===== src/rtl/tvsg_pkg.sv =====
// ----------------------------------------------------------------------------
// tvsg_pkg
// Shared types and constants of the three-voice sound generator: bus
// operation codes, envelope direction codes, register indexes and word types.
// ----------------------------------------------------------------------------
package tvsg_pkg;

	typedef enum logic [1:0] {
		OP_TICK  = 2'd0,
		OP_LATCH = 2'd1,
		OP_WRITE = 2'd2,
		OP_READ  = 2'd3
	} op_t;

	typedef enum logic [1:0] {
		DIR_NONE = 2'd0,
		DIR_UP   = 2'd1,
		DIR_DOWN = 2'd2
	} env_dir_t;

	localparam int unsigned NUM_REGS  = 16;
	localparam int unsigned NUM_VOICE = 3;

	localparam logic [3:0] REG_MIXER   = 4'd7;
	localparam logic [3:0] REG_NOISE   = 4'd6;
	localparam logic [3:0] REG_ENV_LO  = 4'd11;
	localparam logic [3:0] REG_ENV_HI  = 4'd12;
	localparam logic [3:0] REG_ENV_SHP = 4'd13;
	localparam logic [3:0] REG_PORT    = 4'd14;
	localparam int unsigned REG_VOL0   = 8;

	// envelope shape bits of the shape register
	localparam int unsigned SHP_HOLD   = 0;
	localparam int unsigned SHP_ALT    = 1;
	localparam int unsigned SHP_ATTACK = 2;
	localparam int unsigned SHP_CONT   = 3;

	localparam logic [4:0] ENV_PRE_LAST = 5'd16;
	localparam logic [3:0] LEVEL_MAX    = 4'd15;
	localparam logic [7:0] NOISE_MASK   = 8'h1F;
	localparam logic [16:0] LFSR_SEED   = 17'd1;

	typedef struct packed {
		op_t        operation;
		logic [7:0] data_in;
		logic [7:0] port_in;
		logic       tape_in;
	} in_item_t;

	typedef struct packed {
		logic [7:0] read_data;
		logic       sample_valid;
		logic       gate_a;
		logic       gate_b;
		logic       gate_c;
		logic [3:0] volume_a;
		logic [3:0] volume_b;
		logic [3:0] volume_c;
		logic       tape_out;
	} out_item_t;

endpackage


===== src/rtl/tvsg_if.sv =====
// ----------------------------------------------------------------------------
// tvsg interfaces
// Valid/ready channels carrying bus words into the block and result words out.
// ----------------------------------------------------------------------------
interface tvsg_in_if;
	logic              valid;
	logic              ready;
	tvsg_pkg::in_item_t payload;

	modport source (output valid, output payload, input ready);
	modport sink   (input valid, input payload, output ready);
endinterface

interface tvsg_out_if;
	logic               valid;
	logic               ready;
	tvsg_pkg::out_item_t payload;

	modport source (output valid, output payload, input ready);
	modport sink   (input valid, input payload, output ready);
endinterface


===== src/rtl/tvsg_core.sv =====
// ----------------------------------------------------------------------------
// tvsg_core
// Chip state of the sound generator: register file, tone, noise and envelope
// generators. Applies one bus word per enabled cycle and forms its result.
// ----------------------------------------------------------------------------
module tvsg_core (
	input  logic                clk,
	input  logic                arst_n,
	input  logic                en,
	input  tvsg_pkg::in_item_t  item,
	output tvsg_pkg::out_item_t result
);

	logic [7:0]  regs_q [tvsg_pkg::NUM_REGS];
	logic [7:0]  regs_n [tvsg_pkg::NUM_REGS];
	logic [3:0]  addr_q, addr_n;
	logic [7:0]  latch_q, latch_n;
	logic [11:0] tone_cnt_q [tvsg_pkg::NUM_VOICE];
	logic [11:0] tone_cnt_n [tvsg_pkg::NUM_VOICE];
	logic [2:0]  tone_bit_q, tone_bit_n;
	logic [3:0]  tone_pre_q, tone_pre_n;
	logic [4:0]  env_pre_q, env_pre_n;
	logic [15:0] env_cnt_q, env_cnt_n;
	logic [3:0]  env_lvl_q, env_lvl_n;
	tvsg_pkg::env_dir_t env_dir_q, env_dir_n;
	logic        env_run_q, env_run_n;
	logic [7:0]  noise_cnt_q, noise_cnt_n;
	logic        noise_bit_q, noise_bit_n;
	logic [16:0] lfsr_q, lfsr_n;
	logic        sample_n;

	always_comb begin
		logic [10:0] period;
		logic [11:0] cnt;
		logic [7:0]  shp;
		regs_n      = regs_q;
		addr_n      = addr_q;
		latch_n     = latch_q;
		tone_cnt_n  = tone_cnt_q;
		tone_bit_n  = tone_bit_q;
		tone_pre_n  = tone_pre_q;
		env_pre_n   = env_pre_q;
		env_cnt_n   = env_cnt_q;
		env_lvl_n   = env_lvl_q;
		env_dir_n   = env_dir_q;
		env_run_n   = env_run_q;
		noise_cnt_n = noise_cnt_q;
		noise_bit_n = noise_bit_q;
		lfsr_n      = lfsr_q;
		sample_n    = 1'b0;
		shp         = regs_q[tvsg_pkg::REG_ENV_SHP];
		if (en) begin
			case (item.operation)
				tvsg_pkg::OP_TICK: begin
					if (env_run_q) begin
						if (env_pre_q == tvsg_pkg::ENV_PRE_LAST) begin
							env_pre_n = '0;
							env_cnt_n = env_cnt_q - 16'd1;
							if (env_cnt_n == '0) begin
								env_cnt_n = {regs_q[tvsg_pkg::REG_ENV_HI],
									regs_q[tvsg_pkg::REG_ENV_LO]};
								case (env_dir_q)
									tvsg_pkg::DIR_UP: begin
										env_lvl_n = env_lvl_q + 4'd1;
										if (env_lvl_n == tvsg_pkg::LEVEL_MAX) begin
											if (!shp[tvsg_pkg::SHP_CONT]) begin
												env_run_n = 1'b0;
												env_lvl_n = '0;
											end else if (shp[tvsg_pkg::SHP_HOLD]) begin
												env_run_n = 1'b0;
												if (shp[tvsg_pkg::SHP_ALT])
													env_lvl_n = '0;
											end else if (shp[tvsg_pkg::SHP_ALT]) begin
												env_dir_n = tvsg_pkg::DIR_DOWN;
											end else begin
												env_lvl_n = '0;
											end
										end
									end
									tvsg_pkg::DIR_DOWN: begin
										env_lvl_n = env_lvl_q - 4'd1;
										if (env_lvl_n == '0) begin
											if (!shp[tvsg_pkg::SHP_CONT]) begin
												env_run_n = 1'b0;
												env_lvl_n = '0;
											end else if (shp[tvsg_pkg::SHP_HOLD]) begin
												env_run_n = 1'b0;
												if (shp[tvsg_pkg::SHP_ALT])
													env_lvl_n = tvsg_pkg::LEVEL_MAX;
											end else if (shp[tvsg_pkg::SHP_ALT]) begin
												env_dir_n = tvsg_pkg::DIR_UP;
											end else begin
												env_lvl_n = tvsg_pkg::LEVEL_MAX;
											end
										end
									end
									default: begin
										// no direction: level stays put
									end
								endcase
							end
						end else begin
							env_pre_n = env_pre_q + 5'd1;
						end
					end
					tone_pre_n = tone_pre_q + 4'd1;
					if (tone_pre_n == '0) begin
						sample_n    = 1'b1;
						noise_cnt_n = noise_cnt_q - 8'd1;
						if (noise_cnt_n == '0) begin
							noise_cnt_n = regs_q[tvsg_pkg::REG_NOISE] & tvsg_pkg::NOISE_MASK;
							lfsr_n      = {lfsr_q[0] ^ lfsr_q[3], lfsr_q[16:1]};
							noise_bit_n = lfsr_q[1];
						end
						for (int k = 0; k < tvsg_pkg::NUM_VOICE; k++) begin
							period = {regs_q[2*k+1][3:0], regs_q[2*k][7:1]};
							cnt    = tone_cnt_q[k] + 12'd1;
							if (cnt >= {1'b0, period}) begin
								tone_cnt_n[k] = '0;
								tone_bit_n[k] = ~tone_bit_q[k];
							end else begin
								tone_cnt_n[k] = cnt;
							end
						end
					end
				end
				tvsg_pkg::OP_LATCH: begin
					addr_n = item.data_in[3:0];
				end
				tvsg_pkg::OP_WRITE: begin
					regs_n[addr_q] = item.data_in;
					if (addr_q == tvsg_pkg::REG_NOISE) begin
						noise_cnt_n = item.data_in & tvsg_pkg::NOISE_MASK;
					end else if (addr_q == tvsg_pkg::REG_ENV_LO ||
						addr_q == tvsg_pkg::REG_ENV_HI) begin
						// period taken after this write lands
						env_cnt_n = {regs_n[tvsg_pkg::REG_ENV_HI], regs_n[tvsg_pkg::REG_ENV_LO]};
					end else if (addr_q == tvsg_pkg::REG_ENV_SHP) begin
						env_cnt_n = {regs_q[tvsg_pkg::REG_ENV_HI], regs_q[tvsg_pkg::REG_ENV_LO]};
						env_run_n = 1'b1;
						if (item.data_in[tvsg_pkg::SHP_ATTACK]) begin
							env_lvl_n = '0;
							env_dir_n = tvsg_pkg::DIR_UP;
						end else begin
							env_lvl_n = tvsg_pkg::LEVEL_MAX;
							env_dir_n = tvsg_pkg::DIR_DOWN;
						end
					end
				end
				tvsg_pkg::OP_READ: begin
					if (addr_q < tvsg_pkg::REG_PORT)
						latch_n = regs_q[addr_q];
					else if (addr_q == tvsg_pkg::REG_PORT)
						latch_n = item.port_in;
				end
				default: begin
				end
			endcase
		end
	end

	// result is formed from the state as it stands after this word
	always_comb begin
		logic [7:0] mix;
		logic [2:0] gate;
		logic [3:0] vol [tvsg_pkg::NUM_VOICE];
		mix = regs_n[tvsg_pkg::REG_MIXER];
		for (int k = 0; k < tvsg_pkg::NUM_VOICE; k++) begin
			gate[k] = (!mix[k] && tone_bit_n[k]) || (!mix[k+3] && noise_bit_n);
			vol[k]  = regs_n[tvsg_pkg::REG_VOL0+k][4] ? env_lvl_n
				: regs_n[tvsg_pkg::REG_VOL0+k][3:0];
		end
		result.read_data    = latch_n;
		result.sample_valid = sample_n;
		result.gate_a       = gate[0];
		result.gate_b       = gate[1];
		result.gate_c       = gate[2];
		result.volume_a     = vol[0];
		result.volume_b     = vol[1];
		result.volume_c     = vol[2];
		result.tape_out     = item.tape_in;
	end

	always_ff @(posedge clk or negedge arst_n) begin
		if (!arst_n) begin
			for (int i = 0; i < tvsg_pkg::NUM_REGS; i++)
				regs_q[i] <= '0;
			for (int k = 0; k < tvsg_pkg::NUM_VOICE; k++)
				tone_cnt_q[k] <= '0;
			addr_q      <= '0;
			latch_q     <= '0;
			tone_bit_q  <= '0;
			tone_pre_q  <= '0;
			env_pre_q   <= '0;
			env_cnt_q   <= '0;
			env_lvl_q   <= '0;
			env_dir_q   <= tvsg_pkg::DIR_NONE;
			env_run_q   <= 1'b0;
			noise_cnt_q <= '0;
			noise_bit_q <= 1'b0;
			lfsr_q      <= tvsg_pkg::LFSR_SEED;
		end else begin
			regs_q      <= regs_n;
			tone_cnt_q  <= tone_cnt_n;
			addr_q      <= addr_n;
			latch_q     <= latch_n;
			tone_bit_q  <= tone_bit_n;
			tone_pre_q  <= tone_pre_n;
			env_pre_q   <= env_pre_n;
			env_cnt_q   <= env_cnt_n;
			env_lvl_q   <= env_lvl_n;
			env_dir_q   <= env_dir_n;
			env_run_q   <= env_run_n;
			noise_cnt_q <= noise_cnt_n;
			noise_bit_q <= noise_bit_n;
			lfsr_q      <= lfsr_n;
		end
	end

endmodule


===== src/rtl/three_voice_sound_generator_top.sv =====
// ----------------------------------------------------------------------------
// three_voice_sound_generator_top
// Three-voice sound generator with a 16-register bus, one result per word.
// ----------------------------------------------------------------------------
// Usage:
//  req carries bus words: a tick, an address latch, a register write or a
//  register read (register 14 returns port_in). rsp carries one result word
//  for every req word, in order: read latch, sample strobe, gate bit and
//  volume index per voice, and the tape level.
//  A req word passes through one input register, then the chip state update
//  and result register in one pass, before its result word is valid on rsp.
//  Throughput is one word per cycle while rsp does not stall.
//  Reset clears the register file and all generator state; the noise shift
//  register starts at one. Nothing is in flight after reset.
//  When rsp stalls, the result register holds and the input register fills;
//  req.ready drops only when both are occupied, and no word is lost.
// ----------------------------------------------------------------------------
module three_voice_sound_generator_top (
	input logic        clk,
	input logic        arst_n,
	tvsg_in_if.sink    req,
	tvsg_out_if.source rsp
);

	logic                valid_s1;
	tvsg_pkg::in_item_t  item_s1;
	logic                adv;
	logic                out_valid_q;
	tvsg_pkg::out_item_t out_q;
	tvsg_pkg::out_item_t result;

	assign adv       = valid_s1 && (!out_valid_q || rsp.ready);
	assign req.ready = !valid_s1 || adv;

	always_ff @(posedge clk or negedge arst_n) begin
		if (!arst_n) begin
			valid_s1 <= 1'b0;
		end else if (req.valid && req.ready) begin
			valid_s1 <= 1'b1;
		end else if (adv) begin
			valid_s1 <= 1'b0;
		end
	end

	always_ff @(posedge clk) begin
		if (req.valid && req.ready)
			item_s1 <= req.payload;
	end

	tvsg_core u_core (
		.clk    (clk),
		.arst_n (arst_n),
		.en     (adv),
		.item   (item_s1),
		.result (result)
	);

	always_ff @(posedge clk or negedge arst_n) begin
		if (!arst_n) begin
			out_valid_q <= 1'b0;
		end else if (adv) begin
			out_valid_q <= 1'b1;
		end else if (rsp.ready) begin
			out_valid_q <= 1'b0;
		end
	end

	always_ff @(posedge clk) begin
		if (adv)
			out_q <= result;
	end

	assign rsp.valid   = out_valid_q;
	assign rsp.payload = out_q;

endmodule


===== src/flat_wrapper.sv =====
// flat-port wrapper written by rule: the top's interface ports become plain ports
module three_voice_sound_generator_top_flat 
  (clk, arst_n, req_valid, req_payload, req_ready, rsp_valid, rsp_payload, rsp_ready);
  tvsg_in_if req_i ();
  tvsg_out_if rsp_i ();
  input logic clk;
  input logic arst_n;
  input wire logic [$bits(req_i.valid)-1:0] req_valid;
  input wire logic [$bits(req_i.payload)-1:0] req_payload;
  output wire logic [$bits(req_i.ready)-1:0] req_ready;
  output wire logic [$bits(rsp_i.valid)-1:0] rsp_valid;
  output wire logic [$bits(rsp_i.payload)-1:0] rsp_payload;
  input wire logic [$bits(rsp_i.ready)-1:0] rsp_ready;
  assign req_i.valid = req_valid;
  assign req_i.payload = req_payload;
  assign req_ready = req_i.ready;
  assign rsp_valid = rsp_i.valid;
  assign rsp_payload = rsp_i.payload;
  assign rsp_i.ready = rsp_ready;
  three_voice_sound_generator_top u_core (.clk(clk), .arst_n(arst_n), .req(req_i), .rsp(rsp_i));
endmodule

===== config.mk =====
export PLATFORM = sky130hd
export DESIGN_NAME = three_voice_sound_generator_top_flat
export DESIGN_NICKNAME = d
export VERILOG_FILES = /design/src/rtl/tvsg_pkg.sv /design/src/rtl/tvsg_if.sv /design/src/rtl/tvsg_core.sv /design/src/rtl/three_voice_sound_generator_top.sv /design/src/flat_wrapper.sv
export SDC_FILE = /design/constraint.sdc
export NUM_CORES = 1
export LEC_CHECK = 0
export ABC_AREA = 1
export BUFFER_PORTS_ARGS = -buffer_cell sky130_fd_sc_hd__buf_2
export CAP_MARGIN = 20
export CELL_PAD_IN_SITES_DETAIL_PLACEMENT = 2
export CELL_PAD_IN_SITES_GLOBAL_PLACEMENT = 2
export CORE_ASPECT_RATIO = 0.8
export CORE_MARGIN = 10
export CORE_UTILIZATION = 38
export DETAILED_ROUTE_END_ITERATION = 16
export PLACE_DENSITY_LB_ADDON = 0.12
export SYNTH_ARGS = -nofsm -noshare
export SYNTH_HDL_FRONTEND = slang
export SYNTH_HIERARCHICAL = 1
export SYNTH_SLANG_ARGS = --single-unit

===== constraint.sdc =====
create_clock -name clk -period 3.98 [get_ports clk]
set_input_delay 0.597 -clock clk [delete_from_list [all_inputs] [get_ports clk]]
set_output_delay 0.597 -clock clk [all_outputs]
set_load 0.05 [all_outputs]

==> qor_table.md, run 1 <==
| Step | Result | Reported |
|:---|:---|:---|
| status | Outcome | finished clean |
| floorplanning | Die area | 46640 sq um |
| place | Placer congestion estimate | 0.8506 |
| synthesis | Number of nets in the synthesized netlist | 1842 |
| critical path | Largest fanout of any net on the critical path | 5 |
| global routing | Global-route usage over all layers | 0.2259 |
| clock network | Number of buffers inserted during clock tree synthesis | 31 |
| detailed routing | Number of vias per cell | 5.511 |
| global routing | Number of antenna violations at the first check in global routing | 0 |
| pwr | Leakage power | 0.007545 uW |
| floorplanning | Number of placement rows | 64 |
| critical path | Endpoint class of the critical path | flop |
| cells and area | Filler instances | 4232 |
| timing | Unrepaired setup endpoints after global routing | no |
| synthesis | Count of different cell masters after synthesis | 55 |
| clock network | Root Buffer | sky130_fd_sc_hd__clkbuf_16 |
| floorplanning | Horizontal extent of the die | 239.0 microns |
| cells and area | Layout net count | 1890 |
| floorplanning | Core Region | 38040 sq um |
| detailed routing | Number of DRC violations after detailed-routing iteration 0 | 871 |
| synthesis | Flops & latches, synth | 271 |
| floorplanning | Initial core utilization | 0.3832 |
| timing | Normalized max-slew margin | 0.4031 |
| synthesis | Sequential-to-total area share from yosys stat | 0.4805 |
| critical path | Cell breakdown of the critical path | ha_1, nand3_1, nor3_1, nand3_1, nor3_1, xor2_1, ha_1, inv_1, nor2_1, nand2_1, nor2_1, nand2_1, nand3_1, nand3_1, nand3_1, nand2_1 |
| job | Number of maximum-capacitance violations | 0 |
| synthesis | Fraction of synthesized area in multiplexers | 0 |
| timing | Endpoints failing hold | 0 |
| timing | TNS Setup | 0 ps |
| synthesis | Compound-Gate Fraction of Synth Area | 0.1525 |
| critical path | Crit path kind | reg2reg |
| clock network | Clock Path Buffers | 3 |
| synthesis | Adder and majority gate portion of the synthesized area | 0.04292 |
| global routing | Wire length of the first global-routing pass | 83.17 mm |
| min path | Min-Delay Startpoint | req_payload[14] |
| clock network | Reg clk slew, reported paths | 60 ps |
| synthesis | Dominant combinational cell family by area after synthesis | simple AND/OR/NAND/NOR gates |
| cells and area | Share of cells above drive strength 1 | 0.1145 |
| floorplanning | Top-level I/O count | 50 |
| timing | Setup Viol. Count Final | 0 |
| timing | Fmax | 307.6 MHz |
| synthesis | Basic-gate share of the synthesized area counting and, or, nand and nor cells | 0.2261 |
| pwr | Worst voltage drop across the vdd grid | 0.3751 mV |
| cells and area | Register Area | 7003 sq um |
| synthesis | Cell area after synthesis | 14580 sq um |
| critical path | Highest cell delay on the worst timing path | 400 ps |
| synthesis | Xor and xnor fraction of the mapped netlist area | 0.02395 |
| timing | Final period demand of the worst path | 3251 ps |
| critical path | Worst R2R Start | u_core/u_core/tone_cnt_q[24] |
| synthesis | Share of synthesized flip-flops with an asynchronous set or reset | 0.8376 |
| global routing | Total congestion overflow after global routing | 0 |
| cells and area | N_diodes | 0 |
| synthesis | EDFF count, synth | 44 |
| critical path | Type of element launching the critical path | flop |
| detailed routing | Number of nets with antenna violations after detailed routing | 0 |
| timing | Clock Skews | 33.02 ps |
| min path | Worst Hold Class | in2reg |
| synthesis | Number of cells produced by synthesis | 1769 |
| cells and area | Final Core Density | 0.4336 |
| place | PortBufs | 49 |
| pwr | Power density over cell area | 694.7 nW/um^2 |
| clock network | TritonCTS clock tree | done |
| critical path | Required time at the endpoint of the critical path | 4340 ps |
| detailed routing | Post-route DRC | 0 |
| detailed routing | Via Count | 12880 |
| clock network | Post-CTS setup-driven buffer insertion count | 0 |
| clock network | Clk Latency, worst-skew pair | 610 ps |
| floorplanning | Die extent in y | 195.2 microns |
| cells and area | Area occupied by multi-input gates | 6504 sq um |
| critical path | Signal arrival time at the worst endpoint | 3610 ps |
| timing | Transition time of the tightest slew-check pin | 890.6 ps |
| global routing | Number of global-route vias before repair | 14000 |
| clock network | H-tree depth | 1 |
| synthesis | Post-Synthesis Mean Instance Area | 8.239 sq um |
| detailed routing | Wire length reported by the detailed router | 52.65 mm |
| global routing | Largest net degree at the start of global routing | 79 |
| synthesis | YS warnings | 6 |
| critical path | Worst setup path startpoint | u_core/u_core/tone_cnt_q[24] |
| detailed routing | Average wire length per cell after detail routing | 22.53 microns |
| synthesis | Most used flip-flop cell after synthesis | sky130_fd_sc_hd__dfrtp_1 |
| detailed routing | Length of the first detailed-routing pass in iterations | 5 |
| critical path | Most prevalent standard cell on the critical path | sky130_fd_sc_hd__nand3_1 |
| place | Sum of net half-perimeters after detailed placement | 37.85 mm |
| critical path | Cell type of the slowest stage on the worst timing path | sky130_fd_sc_hd__dfrtp_1 |
| clock network | # resized after CTS | 0 |
| clock network | Sink Count | 271 |
| timing | Number of max-slew violations in the final report | 0 |
| timing | Tcrit/Tclk final | 0.8167 |
| cells and area | Synthesis-to-finish area growth | 13.14% |
[critical path, delay by kind of cell, from the launching register on]
kind,cells,cell delay (ps)
fa+ha+maj,2,510
simple gates,12,1890
buf+inv,1,50
xor+xnor,1,140
flops,1,400
[through the flow]
step	total power (uW)	worst slack [ps]	area (sq um)	hold slack, ps	instances
detailed placement	8302	847.7	15380	409.0	2278
floorplan	6823	370.8	14580	301.4	1769
global placement	8025	989.0	15380	412.7	2278
CTS	11530	758.3	16490	135.6	2337
global route	12270	420.1	16490	150.2	2337
finish	11460	729.5	16490	159.0	2337
[synthesized netlist by cell type (2+ instances only)]
| master | instances | area, sq um |
|---|---|---|
| sky130_fd_sc_hd__inv_2 | 14 | 52.55 |
| sky130_fd_sc_hd__nand2_2 | 18 | 112.6 |
| sky130_fd_sc_hd__nor3_2 | 3 | 30.03 |
| sky130_fd_sc_hd__o21ai_2 | 5 | 43.79 |
| sky130_fd_sc_hd__buf_4 | 4 | 30.03 |
| sky130_fd_sc_hd__nor2_1 | 101 | 379.1 |
| sky130_fd_sc_hd__inv_1 | 202 | 758.2 |
| sky130_fd_sc_hd__nand3b_1 | 4 | 30.03 |
| sky130_fd_sc_hd__o211ai_1 | 11 | 82.58 |
| sky130_fd_sc_hd__edfxtp_1 | 44 | 1321 |
| sky130_fd_sc_hd__xnor2_1 | 8 | 70.07 |
| sky130_fd_sc_hd__nor2_4 | 14 | 157.7 |
| sky130_fd_sc_hd__buf_2 | 15 | 75.07 |
| sky130_fd_sc_hd__nor3_4 | 2 | 32.53 |
| sky130_fd_sc_hd__a31oi_1 | 3 | 18.77 |
| sky130_fd_sc_hd__nor3_1 | 14 | 70.07 |
| sky130_fd_sc_hd__dfrtp_1 | 226 | 5655 |
| sky130_fd_sc_hd__o311ai_0 | 3 | 26.28 |
| sky130_fd_sc_hd__ha_1 | 50 | 625.6 |
| sky130_fd_sc_hd__o21ai_1 | 11 | 55.05 |
| sky130_fd_sc_hd__o31ai_1 | 8 | 60.06 |
| sky130_fd_sc_hd__a22oi_1 | 34 | 255.2 |
| sky130_fd_sc_hd__nand3_1 | 93 | 465.5 |
| sky130_fd_sc_hd__a211oi_1 | 8 | 60.06 |
| sky130_fd_sc_hd__o21ai_0 | 221 | 1106 |
| sky130_fd_sc_hd__buf_1 | 4 | 15.01 |
| sky130_fd_sc_hd__nand2_1 | 447 | 1678 |
| sky130_fd_sc_hd__clkinv_1 | 2 | 7.510 |
| sky130_fd_sc_hd__clkbuf_1 | 33 | 123.9 |
| sky130_fd_sc_hd__nand3_2 | 10 | 100.1 |
| sky130_fd_sc_hd__a221oi_1 | 4 | 35.03 |
| sky130_fd_sc_hd__xor2_1 | 30 | 262.8 |
| sky130_fd_sc_hd__o22ai_1 | 13 | 81.33 |
| sky130_fd_sc_hd__nand4_1 | 17 | 106.4 |
| sky130_fd_sc_hd__nor2_2 | 12 | 75.07 |
| sky130_fd_sc_hd__a21oi_1 | 60 | 300.3 |
| sky130_fd_sc_hd__o2111ai_1 | 3 | 26.28 |
[final timing paths]
| path | endpoint | slack (ps) | depth (start not counted) |
|---|---|---|---|
| max reg2reg | u_core/rsp.payload[15] | 730 | 16 |
| min in group asynchronous | u_core/u_core/env_pre_q[3] | 580 | 2 |
| min reg2reg | u_core/rsp.payload[0] | 430 | 0 |
| max in group asynchronous | u_core/u_core/regs_q[18] | 2360 | 3 |
| min | u_core/item_s1[14] | 160 | 1 |
| max | u_core/rsp.payload[15] | 730 | 16 |
[layout by cell type, fill, tap and decap left out, types with 31 or more instances in the layout]
master,Yosys,routed
sky130_fd_sc_hd__a22oi_1,34,34
sky130_fd_sc_hd__nand3_1,93,93
sky130_fd_sc_hd__inv_1,202,202
sky130_fd_sc_hd__clkbuf_16,0,31
sky130_fd_sc_hd__dfrtp_1,226,226
sky130_fd_sc_hd__edfxtp_1,44,44
sky130_fd_sc_hd__ha_1,50,50
sky130_fd_sc_hd__a21oi_1,60,59
sky130_fd_sc_hd__nor2_1,101,101
sky130_fd_sc_hd__buf_2,15,48
sky130_fd_sc_hd__o21ai_0,221,221
sky130_fd_sc_hd__nand2_1,447,447
[cell type report]
type,instances,area share
clock buffer,32,0.04788
clock inverter,26,0.01866
inverter,219,0.05000
multi-input combinational,1222,0.3944
sequential,271,0.4247
tap,495,0.03756
timing repair buffer,72,0.02686
[layer usage]
layer / track usage / wire length [microns]
met1: 0.3239 / 25320
met2: 0.3536 / 23690
met3: 0.03603 / 2626
met4: 0.04474 / 1012
met5: 0 / 0
[state kept, by name (all words and copies together) (netlist names)]
signal / count
u_core/u_core/noise_cnt_q: 8
u_core/u_core/env_lvl_q: 4
u_core/rsp.valid: 1
u_core/u_core/noise_bit_q: 1
u_core/u_core/env_dir_q: 2
u_core/u_core/env_cnt_q: 16
u_core/u_core/env_run_q: 1
u_core/u_core/regs_q: 116
u_core/item_s1: 19
u_core/u_core/latch_q: 8
u_core/u_core/addr_q: 4
u_core/u_core/tone_bit_q: 3
u_core/rsp.payload: 25
u_core/u_core/lfsr_q: 17
u_core/valid_s1: 1
u_core/u_core/env_pre_q: 5
u_core/u_core/tone_cnt_q: 36
u_core/u_core/tone_pre_q: 4
[cells by family (layout without fill, tap and decap cells)]
kind of cell	Yosys count	in the layout
flops	271	271
compound gates	391	391
fa+ha+maj	50	50
buf+inv	276	349
xor+xnor	39	39
simple gates	742	742
[power by group]
| part | switching (uW) | internal [uW] | leakage [uW] |
|---|---|---|---|
| registers | 687 | 3590 | 0.00332 |
| clock network | 1290 | 1840 | 0.000532 |
| logic | 2800 | 1260 | 0.00369 |
| total | 4780 | 6680 | 0.00754 |
[timing repair]
| item | CTS | global route |
|---|---|---|
| hold buffers | 1 | 0 |
| hold endpoints to repair | 3 | 0 |
| endpoints found under the setup margin | 0 | 0 |
Power figures use the tool's default switching activity.
==> inputs of run 2 (changes only) <==
--- a/config.mk
+++ b/config.mk
@@ -5,7 +5,7 @@
 export SDC_FILE = /design/constraint.sdc
 export NUM_CORES = 1
 export LEC_CHECK = 0
-export ABC_AREA = 1
+export ABC_AREA = 0
 export BUFFER_PORTS_ARGS = -buffer_cell sky130_fd_sc_hd__buf_2
 export CAP_MARGIN = 20
 export CELL_PAD_IN_SITES_DETAIL_PLACEMENT = 2
==> constraint.sdc (replaced) <==
create_clock -name clk -period 2.87 [get_ports clk]
set_input_delay 0.4305 -clock clk [delete_from_list [all_inputs] [get_ports clk]]
set_output_delay 0.4305 -clock clk [all_outputs]
set_load 0.05 [all_outputs]
==> run 2 against run 1 <==
The run now ends with setup timing left. Combinational power up 40%. Fmax up 2.3%. Sequential power rose by 40%. Routed wire length decreased by 8.2%. Core utilization rose by 4.5 points. Count of clock-buffer cells in the layout is 10 higher. Register-to-register slack got worse by 1000 ps. Non-clock buffer count grew 134. Critical path type unchanged. Highest routed layer unchanged.
==> qor_table.md, run 2 <==
| Step | Result | Reported | Change |
|:---|:---|:---|:---|
| synthesis | Sequential-to-total area share from yosys stat | 0.4805 | about the same |
| synthesis | Fraction of post-synthesis cell area in the top cell type by area | 0.3867 | -0.001324 |
| floorplanning | Top-level I/O count | 50 | unchanged |
| synthesis | Flops & latches, synth | 267 | -1.5% |
| timing | Tcrit/Tclk final | 1.107 | +0.2906 |
| timing | Setup Viol. Count Final | 26 | +26 |
| cells and area | Largest reg by FF count | u_core/u_core/regs_q |  |
| critical path | Worst R2R Start | u_core/u_core/tone_cnt_q[26] |  |
| clock network | Root Buffer | sky130_fd_sc_hd__clkbuf_16 |  |
| critical path | Most prevalent standard cell on the critical path | sky130_fd_sc_hd__a21o_1 |  |
| critical path | Signal arrival time at the worst endpoint | 3660 ps | +50 ps |
| floorplanning | Initial core utilization | 0.3861 | +0.002940 |
| critical path | Largest fanout of any net on the critical path | 7 | +2 |
| clock network | Sink Count | 267 | -1.5% |
| clock network | Clock Path Buffers | 3 | unchanged |
| detailed routing | Number of vias per cell | 5.653 | +2.6% |
| pwr | Combinational power share | 0.363 | +0.009 |
| detailed routing | Wire length reported by the detailed router | 48.31 mm | -8.2% |
| synthesis | Number of nets in the synthesized netlist | 1391 | -24% |
| pwr | Total power draw | 15680 uW | +37% |
| critical path | Cell type of the slowest stage on the worst timing path | sky130_fd_sc_hd__a2111oi_4 |  |
| status | Violated checks | setup timing |  |
| synthesis | YS warnings | 6 | unchanged |
| status | Outcome | finished with violations |  |
| clock network | Reg clk slew, reported paths | 60 ps | about the same |
| detailed routing | Length of the first detailed-routing pass in iterations | 4 | -1 |
| job | Number of maximum-capacitance violations | 0 | unchanged |
| synthesis | Most instantiated cells after synthesis | sky130_fd_sc_hd__dfrtp_1, sky130_fd_sc_hd__nand2_1, sky130_fd_sc_hd__mux2_2 |  |
| pwr | Clock network power share | 0.257 | -0.016 |
| min path | Min-Delay Startpoint | req_payload[18] |  |
| timing | Number of max-slew violations in the final report | 0 | unchanged |
| pwr | Power density over cell area | 880.9 nW/um^2 | +27% |
| global routing | Number of antenna violations at the first check in global routing | 0 | unchanged |
| clock network | TritonCTS clock tree | done |  |
| place | Number of placed instances, taps included | 1918 | -16% |
| floorplanning | Die extent in y | 193.9 microns | -0.65% |
| detailed routing | Number of nets with antenna violations after detailed routing | 0 | unchanged |
| clock network | Clk Latency, worst-skew pair | 570 ps | -40 ps |
| cells and area | Leading cell types in the layout, fill and taps excluded | sky130_fd_sc_hd__dfrtp_1, sky130_fd_sc_hd__buf_4, sky130_fd_sc_hd__nand2_1, sky130_fd_sc_hd__mux2_2, sky130_fd_sc_hd__nor2_1 |  |
| cells and area | Layout net count | 1561 | -17% |
| cells and area | Leading cell type in the layout, fill and taps excluded | sky130_fd_sc_hd__dfrtp_1 |  |
| detailed routing | Number of DRC violations after detailed-routing iteration 0 | 648 | -26% |
| timing | Worst Setup Slack, final | -307.9 ps | -1037 ps |
| global routing | Wire length of the first global-routing pass | 75.16 mm | -9.6% |
| cells and area | Share of cells above drive strength 1 | 0.3494 | +0.2349 |
| synthesis | Number of cells produced by synthesis | 1318 | -25% |
| critical path | Type of element launching the critical path | flop |  |
| detailed routing | Post-route DRC | 0 | unchanged |
| clock network | H-tree depth | 1 | unchanged |
| pwr | Leakage power | 0.007966 uW | +5.6% |
| critical path | Cell breakdown of the critical path | nand2_1, or2_4, xnor2_2, ha_1, a21o_1, a21o_1, a2111oi_4, o21ai_1, a311o_2, buf_4, buf_6, o21ai_2 |  |
| critical path | Worst setup path startpoint | u_core/u_core/tone_cnt_q[26] |  |
| synthesis | Share of synthesized flip-flops with an asynchronous set or reset | 0.8352 | -0.002432 |
| timing | Final period demand of the worst path | 3178 ps | -72.58 ps |
| synthesis | Ranking of synthesized cells by area | sky130_fd_sc_hd__dfrtp_1, sky130_fd_sc_hd__mux2_2, sky130_fd_sc_hd__edfxtp_1 |  |
| floorplanning | Number of placement rows | 63 | -1.6% |
| cells and area | Synthesis-to-finish area growth | 23.91% |  |
| cells and area | Layout Cells excl Fill | 1998 | -15% |
| timing | Normalized max-slew margin | 0.4918 | +0.08875 |
| cells and area | Filler instances | 3772 | -11% |
| critical path | Crit path kind | reg2reg |  |
| critical path | Highest cell delay on the worst timing path | 420 ps | +20 ps |
| detailed routing | Average wire length per cell after detail routing | 24.18 microns | +7.3% |
| min path | Worst Hold Class | in2reg |  |
| global routing | Total congestion overflow after global routing | 0 | unchanged |
| pwr | Net switching fraction of the power | 0.3701 | -0.04676 |
| cells and area | N_diodes | 0 | unchanged |
| pwr | Cell Int Power | 9878 uW | +48% |
| timing | Clock Skews | 15.83 ps | -17.19 ps |
| floorplanning | Die area | 46030 sq um | -1.3% |
| global routing | Largest net degree at the start of global routing | 95 | +20% |
| clock network | Number of buffers inserted during clock tree synthesis | 30 | -3.2% |
| timing | Fmax | 314.7 MHz | +2.3% |
| place | Sum of net half-perimeters after detailed placement | 34.29 mm | -9.4% |
| pwr | Net switching power | 5802 uW | +22% |
| critical path | Endpoint class of the critical path | flop |  |
| timing | Transition time of the tightest slew-check pin | 762.3 ps | -128.3 ps |
| cells and area | Max FFs per register | 112 | -3.4% |
| detailed routing | Via Count | 11290 | -12% |
| pwr | Worst voltage drop across the vdd grid | 0.4241 mV | +13% |
| critical path | Required time at the endpoint of the critical path | 3360 ps | -980 ps |
| global routing | Number of global-route vias before repair | 12510 | -11% |
| synthesis | Post-Synthesis Mean Instance Area | 10.90 sq um | +32% |
| synthesis | Yosys top cell by area | sky130_fd_sc_hd__dfrtp_1 |  |
| pwr | Register share of total power | 0.380 | +0.007 |
| timing | Endpoints failing hold | 0 | unchanged |
| synthesis | Count of different cell masters after synthesis | 89 | +62% |
| floorplanning | Core Region | 37210 sq um | -2.2% |
| global routing | Global-route usage over all layers | 0.2053 | -0.02062 |
| synthesis | EDFF count, synth | 44 | unchanged |
| synthesis | Top-count cell post-synth | sky130_fd_sc_hd__dfrtp_1 |  |
| floorplanning | Horizontal extent of the die | 237.4 microns | -0.66% |
| timing | Unrepaired setup endpoints after global routing | yes |  |
| place | PortBufs | 49 | unchanged |
| synthesis | Cell area after synthesis | 14370 sq um | -1.4% |
| place | Placer congestion estimate | 0.8314 | -2.3% |
| synthesis | Most used flip-flop cell after synthesis | sky130_fd_sc_hd__dfrtp_1 |  |
==> run 2: metrics by stage <==
step	TNS, ps	instance area (sq um)	util	setup WS, ps	hold WS, ps
6_report	-3868	17800	0.4784	-307.9	35.99
5_1_grt	-9749	17800	0.4784	-478.9	15.30
4_1_cts	-1373	17410	0.4680	-137.7	11.35
3_5_place_dp	-8719	16030	0.4309	-364.4	329.6
3_3_place_gp	-84.96	16030	0.4309	-25.47	329.5
2_1_floorplan	-2.060	14410	-	-2.060	134.9
==> run 2: worst max-delay path: cells and delay by family, from the launching register on <==
kind	cells	cell delay, ps
AOI/OAI and AO/OA	6	1530
xor gates and xnor gates	1	140
adders and majority gates	1	310
buffers and inverters	2	300
DFF	1	360
and+or+nand+nor	2	430
==> run 2: cell type report <==
cell class	instances	area, sq um	share of cell area
Multi-Input combinational cell	922	7467	0.4195
Tap cell	487	609.3	0.03423
Sequential cell	267	6909	0.3881
Clock buffer	42	889.6	0.04998
Inverter	61	229.0	0.01286
Clock inverter	13	135.1	0.007591
Timing Repair Buffer	206	1562	0.08772
==> run 2: logic make-up (layout without fill, tap and decap cells) <==
logic type      count (synthesis)  count (layout)  synth area share
simple gates                  403             403            0.1470
buf+inv                       129             322           0.03545
xor+xnor                       51              51           0.03109
fa+ha+maj                      50              50           0.04355
flops                         267             267            0.4805
mux                           157             157            0.1410
compound gates                261             261            0.1214
==> run 2: final timing paths <==
| check | depth (start not counted) | slack, ps | to |
|---|---|---|---|
| max | 12 | -310 | u_core/u_core/tone_cnt_q[34] |
| min | 1 | 40 | u_core/item_s1[18] |
| max in group asynchronous | 3 | 1700 | u_core/u_core/noise_cnt_q[7] |
| max reg2reg | 12 | -310 | u_core/u_core/tone_cnt_q[34] |
| min in group asynchronous | 2 | 320 | u_core/u_core/env_pre_q[1] |
| min reg2reg | 0 | 440 | u_core/rsp.payload[0] |
==> run 2: metal layers <==
layer  up-vias  routed length, microns  track usage
li1       5114                       -            -
met1      5982                   24160       0.2999
met2       151                   21830       0.3173
met3        47                    1596      0.03111
met4         0                     726      0.03635
met5         -                       0            0
==> run 2: power by group through the flow <==
stage               clock, uW  sequential, uW  combinational [uW]
floorplan                   0            5810                3150
global placement            0            5890                4870
detailed placement          0            5970                5070
CTS                      4130            5920                5430
global route             4280            6100                6260
finish                   4020            5960                5690
==> run 2: what timing repair did <==
| action | in CTS | in global routing |
|---|---|---|
| endpoints found under the hold margin | 31 | 0 |
| gates cloned | 2 | 0 |
| hold buffers | 1 | 0 |
| setup endpoints to repair | 49 | 55 |
| gates resized for setup | 75 | 69 |
| pin swaps | 21 | 40 |
| buffers inserted | 11 | 11 |
